`src/design/dert_pkg.sv`:
```
// Shared types and constants for the event slot table.
package dert_pkg;

    typedef enum logic [2:0] {
        FUNC_SETUP   = 3'd0,
        FUNC_START   = 3'd1,
        FUNC_STOP    = 3'd2,
        FUNC_CLEAR   = 3'd3,
        FUNC_REPORT  = 3'd4,
        FUNC_TICK    = 3'd5,
        FUNC_TRIGGER = 3'd6,
        FUNC_UNKNOWN = 3'd7
    } func_t;

    typedef enum logic [2:0] {
        OP_NONE,
        OP_SETUP,
        OP_START,
        OP_STOP,
        OP_CLEAR,
        OP_REPORT,
        OP_TICK,
        OP_TRIGGER
    } cell_op_t;

    typedef enum logic [1:0] {
        ST_IDLE,
        ST_SINGLE,
        ST_SCAN,
        ST_FINAL
    } state_t;

    typedef enum logic [1:0] {
        STATUS_OK       = 2'd0,
        STATUS_COND     = 2'd1,
        STATUS_RANGE    = 2'd2
    } status_t;

    localparam logic [1:0] REG_WINDOW      = 2'd0;
    localparam logic [1:0] REG_FAST        = 2'd1;
    localparam logic [1:0] REG_MEDIUM      = 2'd2;
    localparam logic [1:0] REG_SLOW        = 2'd3;

    localparam logic [7:0] WINDOW_INFINITE = 8'h02;
    localparam logic [7:0] KIND_STATUS     = 8'h01;
    localparam logic [7:0] KIND_TIMER      = 8'h02;
    localparam logic [7:0] KIND_IDENT      = 8'h03;
    localparam logic [7:0] KIND_COMPARE    = 8'h07;
    localparam logic [7:0] KIND_MASK       = 8'h7F;
    localparam logic [7:0] CMP_GREATER     = 8'h02;
    localparam logic [7:0] CMP_LESS        = 8'h03;
    localparam logic [31:0] RATE_FAST      = 32'h3;
    localparam logic [31:0] RATE_MEDIUM    = 32'h2;
    localparam logic [7:0] SID_ROE         = 8'h86;
    localparam logic [7:0] SID_SECURED     = 8'h84;
    localparam int         MAX_LISTED      = 8;

    typedef struct packed {
        cell_op_t    op;
        logic [7:0]  etype;
        logic [31:0] value;
        logic [7:0]  cmp;
        logic [7:0]  win;
        logic [31:0] now;
        logic [31:0] deadline;
        logic [31:0] fast_period;
        logic [31:0] medium_period;
        logic [31:0] slow_period;
    } cell_cmd_t;

    typedef struct packed {
        logic       hit;
        logic [7:0] kind;
    } cell_stat_t;

endpackage

```
`src/design/dert_cell.sv`:
```
// One event slot: holds its state, answers a step and passes the free flag on.
module dert_cell (
    input  logic                   clk,
    input  logic                   rst_n,
    input  dert_pkg::cell_cmd_t    cmd,
    input  logic                   en,
    input  logic                   free_in,
    output logic                   free_out,
    output dert_pkg::cell_stat_t   stat
);

    logic        used_reg, used_next;
    logic        armed_reg, armed_next;
    logic        primed_reg, primed_next;
    logic [7:0]  kind_reg, kind_next;
    logic [31:0] ref_reg, ref_next;
    logic [7:0]  cmp_reg, cmp_next;
    logic [7:0]  win_reg, win_next;
    logic [31:0] deadline_reg, deadline_next;
    logic [31:0] next_fire_reg, next_fire_next;

    logic        active;
    logic        expired;
    logic        timer;
    logic        fire_due;
    logic        match;
    logic        hit;
    logic [31:0] period;
    logic [31:0] dl_diff;
    logic [31:0] nf_diff;
    logic [7:0]  new_kind;

    assign free_out = free_in | ~used_reg;
    assign active   = used_reg & armed_reg;
    assign dl_diff  = cmd.now - deadline_reg;
    assign nf_diff  = cmd.now - next_fire_reg;
    assign expired  = (win_reg != dert_pkg::WINDOW_INFINITE) & ~dl_diff[31];
    assign timer    = (kind_reg == dert_pkg::KIND_TIMER);
    assign fire_due = ~nf_diff[31];
    assign new_kind = cmd.etype & dert_pkg::KIND_MASK;

    always_comb
    begin
        if (ref_reg == dert_pkg::RATE_FAST)
        begin
            period = cmd.fast_period;
        end
        else if (ref_reg == dert_pkg::RATE_MEDIUM)
        begin
            period = cmd.medium_period;
        end
        else
        begin
            period = cmd.slow_period;
        end
    end

    always_comb
    begin
        if (kind_reg == dert_pkg::KIND_IDENT)
        begin
            match = (cmd.value == ref_reg);
        end
        else if (kind_reg == dert_pkg::KIND_COMPARE)
        begin
            if (cmp_reg == dert_pkg::CMP_GREATER)
            begin
                match = (cmd.value > ref_reg);
            end
            else if (cmp_reg == dert_pkg::CMP_LESS)
            begin
                match = (cmd.value < ref_reg);
            end
            else
            begin
                match = (cmd.value == ref_reg);
            end
        end
        else
        begin
            match = ((cmd.value & ref_reg) != 32'd0);
        end
    end

    always_comb
    begin
        case (cmd.op)
            dert_pkg::OP_REPORT:  hit = active;
            dert_pkg::OP_TICK:    hit = active & ~expired & timer & primed_reg & fire_due;
            dert_pkg::OP_TRIGGER: hit = active & (kind_reg == cmd.etype) & match;
            default:              hit = 1'b0;
        endcase
    end

    assign stat.hit  = hit;
    assign stat.kind = kind_reg;

    always_comb
    begin
        used_next      = used_reg;
        armed_next     = armed_reg;
        primed_next    = primed_reg;
        kind_next      = kind_reg;
        ref_next       = ref_reg;
        cmp_next       = cmp_reg;
        win_next       = win_reg;
        deadline_next  = deadline_reg;
        next_fire_next = next_fire_reg;
        if (en)
        begin
            case (cmd.op)
                dert_pkg::OP_SETUP:
                begin
                    if (~used_reg & ~free_in)
                    begin
                        used_next      = 1'b1;
                        armed_next     = 1'b0;
                        primed_next    = 1'b0;
                        kind_next      = new_kind;
                        ref_next       = cmd.value;
                        cmp_next       = (new_kind == dert_pkg::KIND_COMPARE) ? cmd.cmp : 8'd0;
                        win_next       = cmd.win;
                        deadline_next  = 32'd0;
                        next_fire_next = 32'd0;
                    end
                end
                dert_pkg::OP_START:
                begin
                    if (used_reg)
                    begin
                        armed_next    = 1'b1;
                        deadline_next = (win_reg == dert_pkg::WINDOW_INFINITE) ?
                                        32'd0 : cmd.deadline;
                    end
                end
                dert_pkg::OP_STOP:
                begin
                    armed_next = 1'b0;
                end
                dert_pkg::OP_CLEAR:
                begin
                    used_next   = 1'b0;
                    armed_next  = 1'b0;
                    primed_next = 1'b0;
                end
                dert_pkg::OP_TICK:
                begin
                    if (active)
                    begin
                        if (expired)
                        begin
                            armed_next = 1'b0;
                        end
                        else if (timer)
                        begin
                            if (~primed_reg)
                            begin
                                primed_next    = 1'b1;
                                next_fire_next = cmd.now + period;
                            end
                            else if (fire_due)
                            begin
                                next_fire_next = cmd.now + period;
                            end
                        end
                    end
                end
                default:
                begin
                end
            endcase
        end
    end

    always_ff @(posedge clk or negedge rst_n)
    begin
        if (!rst_n)
        begin
            used_reg   <= 1'b0;
            armed_reg  <= 1'b0;
            primed_reg <= 1'b0;
        end
        else
        begin
            used_reg   <= used_next;
            armed_reg  <= armed_next;
            primed_reg <= primed_next;
        end
    end

    always_ff @(posedge clk)
    begin
        kind_reg      <= kind_next;
        ref_reg       <= ref_next;
        cmp_reg       <= cmp_next;
        win_reg       <= win_next;
        deadline_reg  <= deadline_next;
        next_fire_reg <= next_fire_next;
    end

endmodule

```
`src/design/diagnostic_event_response_table.sv`:
```
// Top level of the event slot table: command control, slot chain and result register.
//
//  Channel  Signals                                          Direction
//  in       in_valid/in_ready, func .. now_ms                into block
//  out      out_valid/out_ready, status .. last              out of block
//  cfg      cfg_valid/cfg_ready, cfg_index, cfg_data         into block
//
// Setup, start, stop, clear: the result is registered from ST_SINGLE once the output
// is free, and the block then returns to ST_IDLE for the next transaction.
// Report, tick, trigger: ST_SCAN walks the chain slot by slot, then ST_FINAL gives the
// final result.
// A stalled result holds the slot walk; the next transaction is taken once the
// walk is done. Reset empties all slots at once; cfg writes always complete.
module diagnostic_event_response_table #(
    parameter int SLOTS       = 8,
    parameter int REQUEST_MAX = 32
) (
    input  logic        clk,
    input  logic        rst_n,
    input  logic        in_valid,
    output logic        in_ready,
    input  logic [2:0]  func,
    input  logic [7:0]  evt_type,
    input  logic [31:0] event_value,
    input  logic [7:0]  compare_op,
    input  logic [7:0]  window_code,
    input  logic [7:0]  request_len,
    input  logic [7:0]  request_first_byte,
    input  logic [31:0] now_ms,
    output logic        out_valid,
    input  logic        out_ready,
    output logic [1:0]  status,
    output logic        fire,
    output logic [2:0]  slot_index,
    output logic [7:0]  type_out,
    output logic [3:0]  count,
    output logic        last,
    input  logic        cfg_valid,
    output logic        cfg_ready,
    input  logic [1:0]  cfg_index,
    input  logic [31:0] cfg_data
);

    localparam int IW = (SLOTS > 1) ? $clog2(SLOTS) : 1;
    localparam int CW = $clog2(SLOTS + 1);

    dert_pkg::state_t state_reg, state_next;

    logic [31:0] window_reg, fast_reg, medium_reg, slow_reg;

    logic [2:0]  func_reg;
    logic [7:0]  etype_reg;
    logic [31:0] value_reg;
    logic [7:0]  cmp_reg;
    logic [7:0]  win_reg;
    logic [7:0]  rlen_reg;
    logic [7:0]  first_reg;
    logic [31:0] now_reg;

    logic [IW-1:0] idx_reg, idx_next;
    logic [3:0]    listed_reg, listed_next;
    logic [3:0]    fired_reg, fired_next;
    logic [CW-1:0] used_cnt_reg, used_cnt_next;

    logic       out_valid_reg, out_valid_next;
    logic [1:0] status_reg, status_next;
    logic       fire_reg, fire_next;
    logic [2:0] slot_index_reg, slot_index_next;
    logic [7:0] type_out_reg, type_out_next;
    logic [3:0] count_reg, count_next;
    logic       last_reg, last_next;

    dert_pkg::cell_cmd_t  cmd;
    dert_pkg::cell_stat_t stat [SLOTS];
    logic [SLOTS:0]       free_chain;
    logic [SLOTS-1:0]     cell_en;

    logic       out_free;
    logic       single_go;
    logic       step_go;
    logic       step_hit;
    logic       step_emit;
    logic [7:0] kind_sel;
    logic [7:0] new_kind;
    logic       kind_ok;
    logic       len_bad;
    logic       nest;
    logic       full;
    logic [1:0] setup_status;
    logic [3:0] used_sat;
    logic [3:0] used_inc_sat;
    logic       is_scan;

    assign out_free  = ~out_valid_reg | out_ready;
    assign in_ready  = (state_reg == dert_pkg::ST_IDLE);
    assign cfg_ready = 1'b1;

    assign out_valid  = out_valid_reg;
    assign status     = status_reg;
    assign fire       = fire_reg;
    assign slot_index = slot_index_reg;
    assign type_out   = type_out_reg;
    assign count      = count_reg;
    assign last       = last_reg;

    assign new_kind = etype_reg & dert_pkg::KIND_MASK;
    assign kind_ok  = (new_kind == dert_pkg::KIND_STATUS) || (new_kind == dert_pkg::KIND_TIMER)
                   || (new_kind == dert_pkg::KIND_IDENT) || (new_kind == dert_pkg::KIND_COMPARE);
    assign len_bad  = (rlen_reg == 8'd0) || (32'(rlen_reg) > 32'(REQUEST_MAX));
    assign nest     = (first_reg == dert_pkg::SID_ROE) || (first_reg == dert_pkg::SID_SECURED);
    assign full     = (used_cnt_reg == CW'(SLOTS));

    always_comb
    begin
        if (!kind_ok)
        begin
            setup_status = dert_pkg::STATUS_RANGE;
        end
        else if (len_bad)
        begin
            setup_status = dert_pkg::STATUS_COND;
        end
        else if (nest)
        begin
            setup_status = dert_pkg::STATUS_RANGE;
        end
        else if (full)
        begin
            setup_status = dert_pkg::STATUS_COND;
        end
        else
        begin
            setup_status = dert_pkg::STATUS_OK;
        end
    end

    assign used_sat     = (32'(used_cnt_reg) > 32'd15) ? 4'd15 : 4'(used_cnt_reg);
    assign used_inc_sat = (32'(used_cnt_reg) + 32'd1 > 32'd15) ? 4'd15 :
                          4'(32'(used_cnt_reg) + 32'd1);

    always_comb
    begin
        case (dert_pkg::func_t'(func_reg))
            dert_pkg::FUNC_SETUP:
                cmd.op = (setup_status == dert_pkg::STATUS_OK) ?
                         dert_pkg::OP_SETUP : dert_pkg::OP_NONE;
            dert_pkg::FUNC_START:   cmd.op = dert_pkg::OP_START;
            dert_pkg::FUNC_STOP:    cmd.op = dert_pkg::OP_STOP;
            dert_pkg::FUNC_CLEAR:   cmd.op = dert_pkg::OP_CLEAR;
            dert_pkg::FUNC_REPORT:  cmd.op = dert_pkg::OP_REPORT;
            dert_pkg::FUNC_TICK:    cmd.op = dert_pkg::OP_TICK;
            dert_pkg::FUNC_TRIGGER: cmd.op = dert_pkg::OP_TRIGGER;
            default:                cmd.op = dert_pkg::OP_NONE;
        endcase
    end

    assign cmd.etype         = etype_reg;
    assign cmd.value         = value_reg;
    assign cmd.cmp           = cmp_reg;
    assign cmd.win           = win_reg;
    assign cmd.now           = now_reg;
    assign cmd.deadline      = now_reg + window_reg;
    assign cmd.fast_period   = fast_reg;
    assign cmd.medium_period = medium_reg;
    assign cmd.slow_period   = slow_reg;

    assign is_scan = (cmd.op == dert_pkg::OP_REPORT) || (cmd.op == dert_pkg::OP_TICK)
                  || (cmd.op == dert_pkg::OP_TRIGGER);

    assign free_chain[0] = 1'b0;

    for (genvar g = 0; g < SLOTS; g++)
    begin : g_cell
        assign cell_en[g] = single_go | (step_go & (idx_reg == IW'(g)));
        dert_cell u_cell (
            .clk      (clk),
            .rst_n    (rst_n),
            .cmd      (cmd),
            .en       (cell_en[g]),
            .free_in  (free_chain[g]),
            .free_out (free_chain[g+1]),
            .stat     (stat[g])
        );
    end

    assign step_hit  = stat[idx_reg].hit;
    assign kind_sel  = stat[idx_reg].kind;
    assign step_emit = step_hit & (listed_reg < 4'(dert_pkg::MAX_LISTED));
    assign single_go = (state_reg == dert_pkg::ST_SINGLE) & out_free & ~is_scan;
    assign step_go   = (state_reg == dert_pkg::ST_SCAN) & (~step_emit | out_free);

    always_comb
    begin
        state_next      = state_reg;
        idx_next        = idx_reg;
        listed_next     = listed_reg;
        fired_next      = fired_reg;
        used_cnt_next   = used_cnt_reg;
        out_valid_next  = out_valid_reg & ~out_ready;
        status_next     = status_reg;
        fire_next       = fire_reg;
        slot_index_next = slot_index_reg;
        type_out_next   = type_out_reg;
        count_next      = count_reg;
        last_next       = last_reg;
        case (state_reg)
            dert_pkg::ST_IDLE:
            begin
                if (in_valid)
                begin
                    state_next = dert_pkg::ST_SINGLE;
                end
            end
            dert_pkg::ST_SINGLE:
            begin
                if (is_scan)
                begin
                    idx_next    = '0;
                    listed_next = 4'd0;
                    fired_next  = 4'd0;
                    state_next  = dert_pkg::ST_SCAN;
                end
                else if (out_free)
                begin
                    out_valid_next  = 1'b1;
                    fire_next       = 1'b0;
                    slot_index_next = 3'd0;
                    type_out_next   = 8'd0;
                    last_next       = 1'b1;
                    status_next     = dert_pkg::STATUS_OK;
                    count_next      = used_sat;
                    case (dert_pkg::func_t'(func_reg))
                        dert_pkg::FUNC_SETUP:
                        begin
                            status_next = setup_status;
                            count_next  = 4'd0;
                            if (setup_status == dert_pkg::STATUS_OK)
                            begin
                                used_cnt_next = used_cnt_reg + CW'(1);
                                count_next    = used_inc_sat;
                                type_out_next = new_kind;
                                for (int i = 0; i < SLOTS; i++)
                                begin
                                    if (~free_chain[i] & free_chain[i+1])
                                    begin
                                        slot_index_next = 3'(i);
                                    end
                                end
                            end
                        end
                        dert_pkg::FUNC_CLEAR:
                        begin
                            used_cnt_next = '0;
                            count_next    = 4'd0;
                        end
                        dert_pkg::FUNC_START, dert_pkg::FUNC_STOP:
                        begin
                        end
                        default:
                        begin
                            status_next = dert_pkg::STATUS_RANGE;
                            count_next  = 4'd0;
                        end
                    endcase
                    state_next = dert_pkg::ST_IDLE;
                end
            end
            dert_pkg::ST_SCAN:
            begin
                if (step_go)
                begin
                    if (step_hit)
                    begin
                        fired_next = (fired_reg == 4'd15) ? 4'd15 : fired_reg + 4'd1;
                    end
                    if (step_emit)
                    begin
                        listed_next     = listed_reg + 4'd1;
                        out_valid_next  = 1'b1;
                        status_next     = dert_pkg::STATUS_OK;
                        fire_next       = (cmd.op != dert_pkg::OP_REPORT);
                        slot_index_next = 3'(idx_reg);
                        type_out_next   = kind_sel;
                        count_next      = 4'd0;
                        last_next       = 1'b0;
                    end
                    if (idx_reg == IW'(SLOTS - 1))
                    begin
                        state_next = dert_pkg::ST_FINAL;
                    end
                    else
                    begin
                        idx_next = idx_reg + IW'(1);
                    end
                end
            end
            dert_pkg::ST_FINAL:
            begin
                if (out_free)
                begin
                    out_valid_next  = 1'b1;
                    status_next     = dert_pkg::STATUS_OK;
                    fire_next       = 1'b0;
                    slot_index_next = 3'd0;
                    type_out_next   = 8'd0;
                    count_next      = fired_reg;
                    last_next       = 1'b1;
                    state_next      = dert_pkg::ST_IDLE;
                end
            end
            default:
            begin
                state_next = dert_pkg::ST_IDLE;
            end
        endcase
    end

    always_ff @(posedge clk or negedge rst_n)
    begin
        if (!rst_n)
        begin
            state_reg     <= dert_pkg::ST_IDLE;
            out_valid_reg <= 1'b0;
            used_cnt_reg  <= '0;
            window_reg    <= 32'd0;
            fast_reg      <= 32'd1;
            medium_reg    <= 32'd1;
            slow_reg      <= 32'd1;
        end
        else
        begin
            state_reg     <= state_next;
            out_valid_reg <= out_valid_next;
            used_cnt_reg  <= used_cnt_next;
            if (cfg_valid)
            begin
                case (cfg_index)
                    dert_pkg::REG_WINDOW: window_reg <= cfg_data;
                    dert_pkg::REG_FAST:   fast_reg   <= cfg_data;
                    dert_pkg::REG_MEDIUM: medium_reg <= cfg_data;
                    default:              slow_reg   <= cfg_data;
                endcase
            end
        end
    end

    always_ff @(posedge clk)
    begin
        idx_reg        <= idx_next;
        listed_reg     <= listed_next;
        fired_reg      <= fired_next;
        status_reg     <= status_next;
        fire_reg       <= fire_next;
        slot_index_reg <= slot_index_next;
        type_out_reg   <= type_out_next;
        count_reg      <= count_next;
        last_reg       <= last_next;
        if (in_valid & in_ready)
        begin
            func_reg  <= func;
            etype_reg <= evt_type;
            value_reg <= event_value;
            cmp_reg   <= compare_op;
            win_reg   <= window_code;
            rlen_reg  <= request_len;
            first_reg <= request_first_byte;
            now_reg   <= now_ms;
        end
    end

endmodule

```
`config.mk`:
```
export PLATFORM = sky130hd
export DESIGN_NAME = diagnostic_event_response_table
export DESIGN_NICKNAME = d
export VERILOG_FILES = /design/src/design/dert_pkg.sv /design/src/design/dert_cell.sv /design/src/design/diagnostic_event_response_table.sv
export SDC_FILE = /design/constraint.sdc
export NUM_CORES = 2
export LEC_CHECK = 0
export BUFFER_PORTS_ARGS = -buffer_cell sky130_fd_sc_hd__buf_2
export CAP_MARGIN = 20
export CORE_ASPECT_RATIO = 1.4
export CORE_MARGIN = 1.5
export CORE_UTILIZATION = 37
export CTS_CLUSTER_SIZE = 14
export DETAILED_ROUTE_END_ITERATION = 16
export SYNTH_ARGS = -nofsm -noshare
export SYNTH_HDL_FRONTEND = slang
export SYNTH_SLANG_ARGS = --single-unit
```
`constraint.sdc`:
```
create_clock -name clk -period 12.45 [get_ports clk]
set_input_delay 0 -clock clk [delete_from_list [all_inputs] [get_ports clk]]
set_output_delay 0 -clock clk [all_outputs]
set_load 0.005 [all_outputs]
```
==> metrics.md <==
| Metric | Value |
|---|---|
| Outcome | complete, but fails checks |
| Failing checks | DRC |
| Placer Congestion | 0.925 |
| Root Driver | clkbuf_16 |
| DR vias/cell | 5.57 |
| Port bufs | 164 |
| Final Max Tran Viols | 0 |
| Worst hold path type | primary input to flop |
| Initial antenna violation count | 17 |
| Number of flops mapped to enable cells by yosys | 1087 |
| Clk sinks | 1246 |
| Routed len/inst | 23.1 um |
| First-pass DRT Iterations | 14 |
| Dominant synthesized flop cell | edfxtp_1 |
| Row count | 209 |
| Post-Synth Simple-Gate Area | 13.1% |
| Final Cycle Share | 52.9% |
| Cell Area, Placed | 91300 um2 |
| #FFs+latches synth | 1246 |
| First-pass GRT wire length | 413 mm |
| Largest family of logic cells by synthesized area | adder cells |
| Post-Place Setup Slack | 5.87 ns |
| Die ar. | 236000 um2 |
| Fin crit period | 6.59 ns |
| Cell Area, Synth | 86100 um2 |
| Most frequent cell after synthesis | ha_1 |
| Setup skew after layout | 0.0704 ns |
| Critical-path cell list | buf_4 > buf_4 > ha_1 > nand2_1 > o21ai_0 > a21oi_1 > o21ai_0 > a31oi_1 > xnor2_1 > nor2_1 > a311oi_1 > a211oi_4 > a21oi_1 > nor2_2 > nor4_2 > buf_4 |
| Final instance area | 98600 um2 |
| RSZ-0062 raised after global routing | no |
| Finish-stage setup viols | 0 |
| Clock buffer depth | 4 |
| Total core area | 231000 um2 |
| CP most frequent cell | buf_4 |
| Die W | 411 um |
| Share of cells above drive strength 1 | 9.01% |
| CTS tree | built |
| CTS H-tree depth | 4 |
| Largest net degree at the start of global routing | 65 |
| CP peak stage delay | 0.99 ns |
| Initial Util | 37.2% |
| Die Y | 574 um |
| Number of DRC markers in iteration 0 | 4539 |
| Crit end category | flop |
| Mean Syn Cell Area | 10.3 um2 |
| Post-synthesis adder-cell area fraction | 18.8% |
| Fin nets | 10300 |
| Maxcap violations | 0 |
| IO Pins | 168 |
| Vias in the first global route | 67900 |
| Critical path's top delay family | compound AO/OA/AOI/OAI gates |
| Mux contribution to synthesized area | 5.22% |
| Worst-path fanout max | 47 |
| Ys Warns | 0 |
| Sequential area share after synthesis | 42.5% |
| Gate count of the mapped netlist | 8401 |
| Syn-to-layout area delta | 14.4% |
| WP buf/inv | 3 |
| Pleak | 0.0422 uW |
| Power Dens Cells | 158 nW/um2 |
| Area leader, netlist | edfxtp_1 |
| Yosys cell types | 96 |
| Total Wirelength | 278 mm |
| Synth top area cells | edfxtp_1, ha_1, dfrtp_1 |
| Commonest cells in the netlist | ha_1, edfxtp_1, nor2_1 |
| PnR Total Power | 15500 uW |
| CP Data Arrival Time | 7.02 ns |
| Post-DRT Antenna Nets | 0 |
| Fmax | 152 MHz |
| Gr usage total | 23.1% |
| Setup TNS | 0 ns |
| Critical-path top delay cell | xnor2_1 |
| Setup WS post-layout | 5.86 ns |
| Syn nets | 9837 |
| Complex-gate fraction of the synthesized area | 12.2% |
| Final hold slack | 0.0258 ns |
| Clk slew on worst S/H paths | 0.06 ns |
| Post-CTS sizing | 0 |
| Tightest Pin Transition | 1.19 ns |
| Yosys top cell area share | 37.9% |
| Latest clock arrival within the worst-skew pair | 0.82 ns |
| Worst VDD drop | 0.157 mV |
| Ys async rst share | 12.8% |
| Dpl hpwl | 202 mm |
| Number of buffers created by CTS | 145 |
| Worst rel slew slack | 20.3% |
| Crit start category | flop |
| Final hold vios | 0 |
| Post-Synth XOR/XNOR Area | 3.20% |
| Crit Path Class | flop to flop |
| Vias | 66900 |
| Worst Path Required | 12.88 ns |
| Gr ovfl total | 0 |
| Drc violations | 10 |
| Postcts setup bufs | 0 |
logic make-up (layout without fill, tap and decap cells):
family / after synthesis / in the layout
xor+xnor: 315 / 315
buf+inv: 1124 / 1668
compound gates: 1693 / 1693
flops: 1246 / 1246
other cells: 2 / 10
mux: 415 / 415
fa+ha+maj: 1291 / 1291
simple gates: 2315 / 2315
per-layer routing:
metal	global-route usage, %	share of wire (%)
met1	26.5	39
met2	41.6	51
met3	2.39	4.4
met4	12.9	6.0
met5	0	0.015
placed cells by master, fill, tap and decap left out, types with 27 or more instances in the layout:
master	count
nand4_1	171
a21oi_1	737
nor2b_1	79
inv_1	835
mux2i_1	270
dlygate4sd3_1	244
nor4_1	166
nand2b_1	58
ha_1	1281
nor3_1	105
clkbuf_16	153
nand2_1	348
and2_1	37
and4_1	27
dfrtp_1	156
o211ai_1	49
xor2_1	140
mux2_2	130
o21a_1	62
xnor2_1	175
and3_1	70
edfxtp_1	1087
a21o_1	154
nor2_1	923
buf_2	163
or3_1	30
buf_4	174
o21ai_0	242
nand3_1	132
a211oi_1	91
a31oi_1	53
or2_2	33
o21bai_1	62
worst register-to-register path, delay by kind of cell, from the launching register on:
kind | cells | cell delay, ns
compound gates | 7 | 2.51
xor+xnor | 1 | 0.99
fa+ha+maj | 1 | 0.21
buf+inv | 3 | 1.32
simple gates | 4 | 0.88
flops | 1 | 0.32
per-stage QoR:
| stage | utilization [%] | cells |
|---|---|---|
| floorplan | - | 8401 |
| CTS | 42.5 | 12000 |
| detailed placement | 39.4 | 11500 |
| global placement | 39.4 | 11500 |
| finish | 42.6 | 12000 |
| global route | 42.6 | 12000 |
final timing paths:
kind	startpoint	end	slack [ns]	cells after the start
worst max-delay path	now_reg[1]	g_cell[3].u_cell.ref_reg[19]	5.86	16
worst min register to register	g_cell[3].u_cell.primed_reg	g_cell[3].u_cell.primed_reg	0.47	2
min in group asynchronous	rst_n	window_reg[14]	0.44	4
worst min-delay path	now_ms[9]	now_reg[9]	0.03	2
worst max register to register	now_reg[1]	g_cell[3].u_cell.ref_reg[19]	5.86	16
max in group asynchronous	rst_n	used_cnt_reg[0]	10.99	4
timing repair:
item                       4_1_cts  5_1_grt
setup endpoints to repair        0        0
hold endpoints to repair       412        0
hold buffers                   245        0
power breakdown:
part | total (uW) | leakage (uW) | internal, uW | switching [uW]
sequential | 5270 | 0.0118 | 4920 | 345
clock | 4350 | 0.00231 | 2560 | 1790
combinational | 5920 | 0.0280 | 2180 | 3740
layout make-up:
type,instances,area [um2]
fill,21900,133000
clock inverter,62,646
tap,3059,3830
sequential,1246,36600
timing repair buffer,587,4670
inverter,835,3130
multi-input combinational,6031,45600
clock buffer,184,4070
antenna,8,20.0
Power figures use the tool's default switching activity.
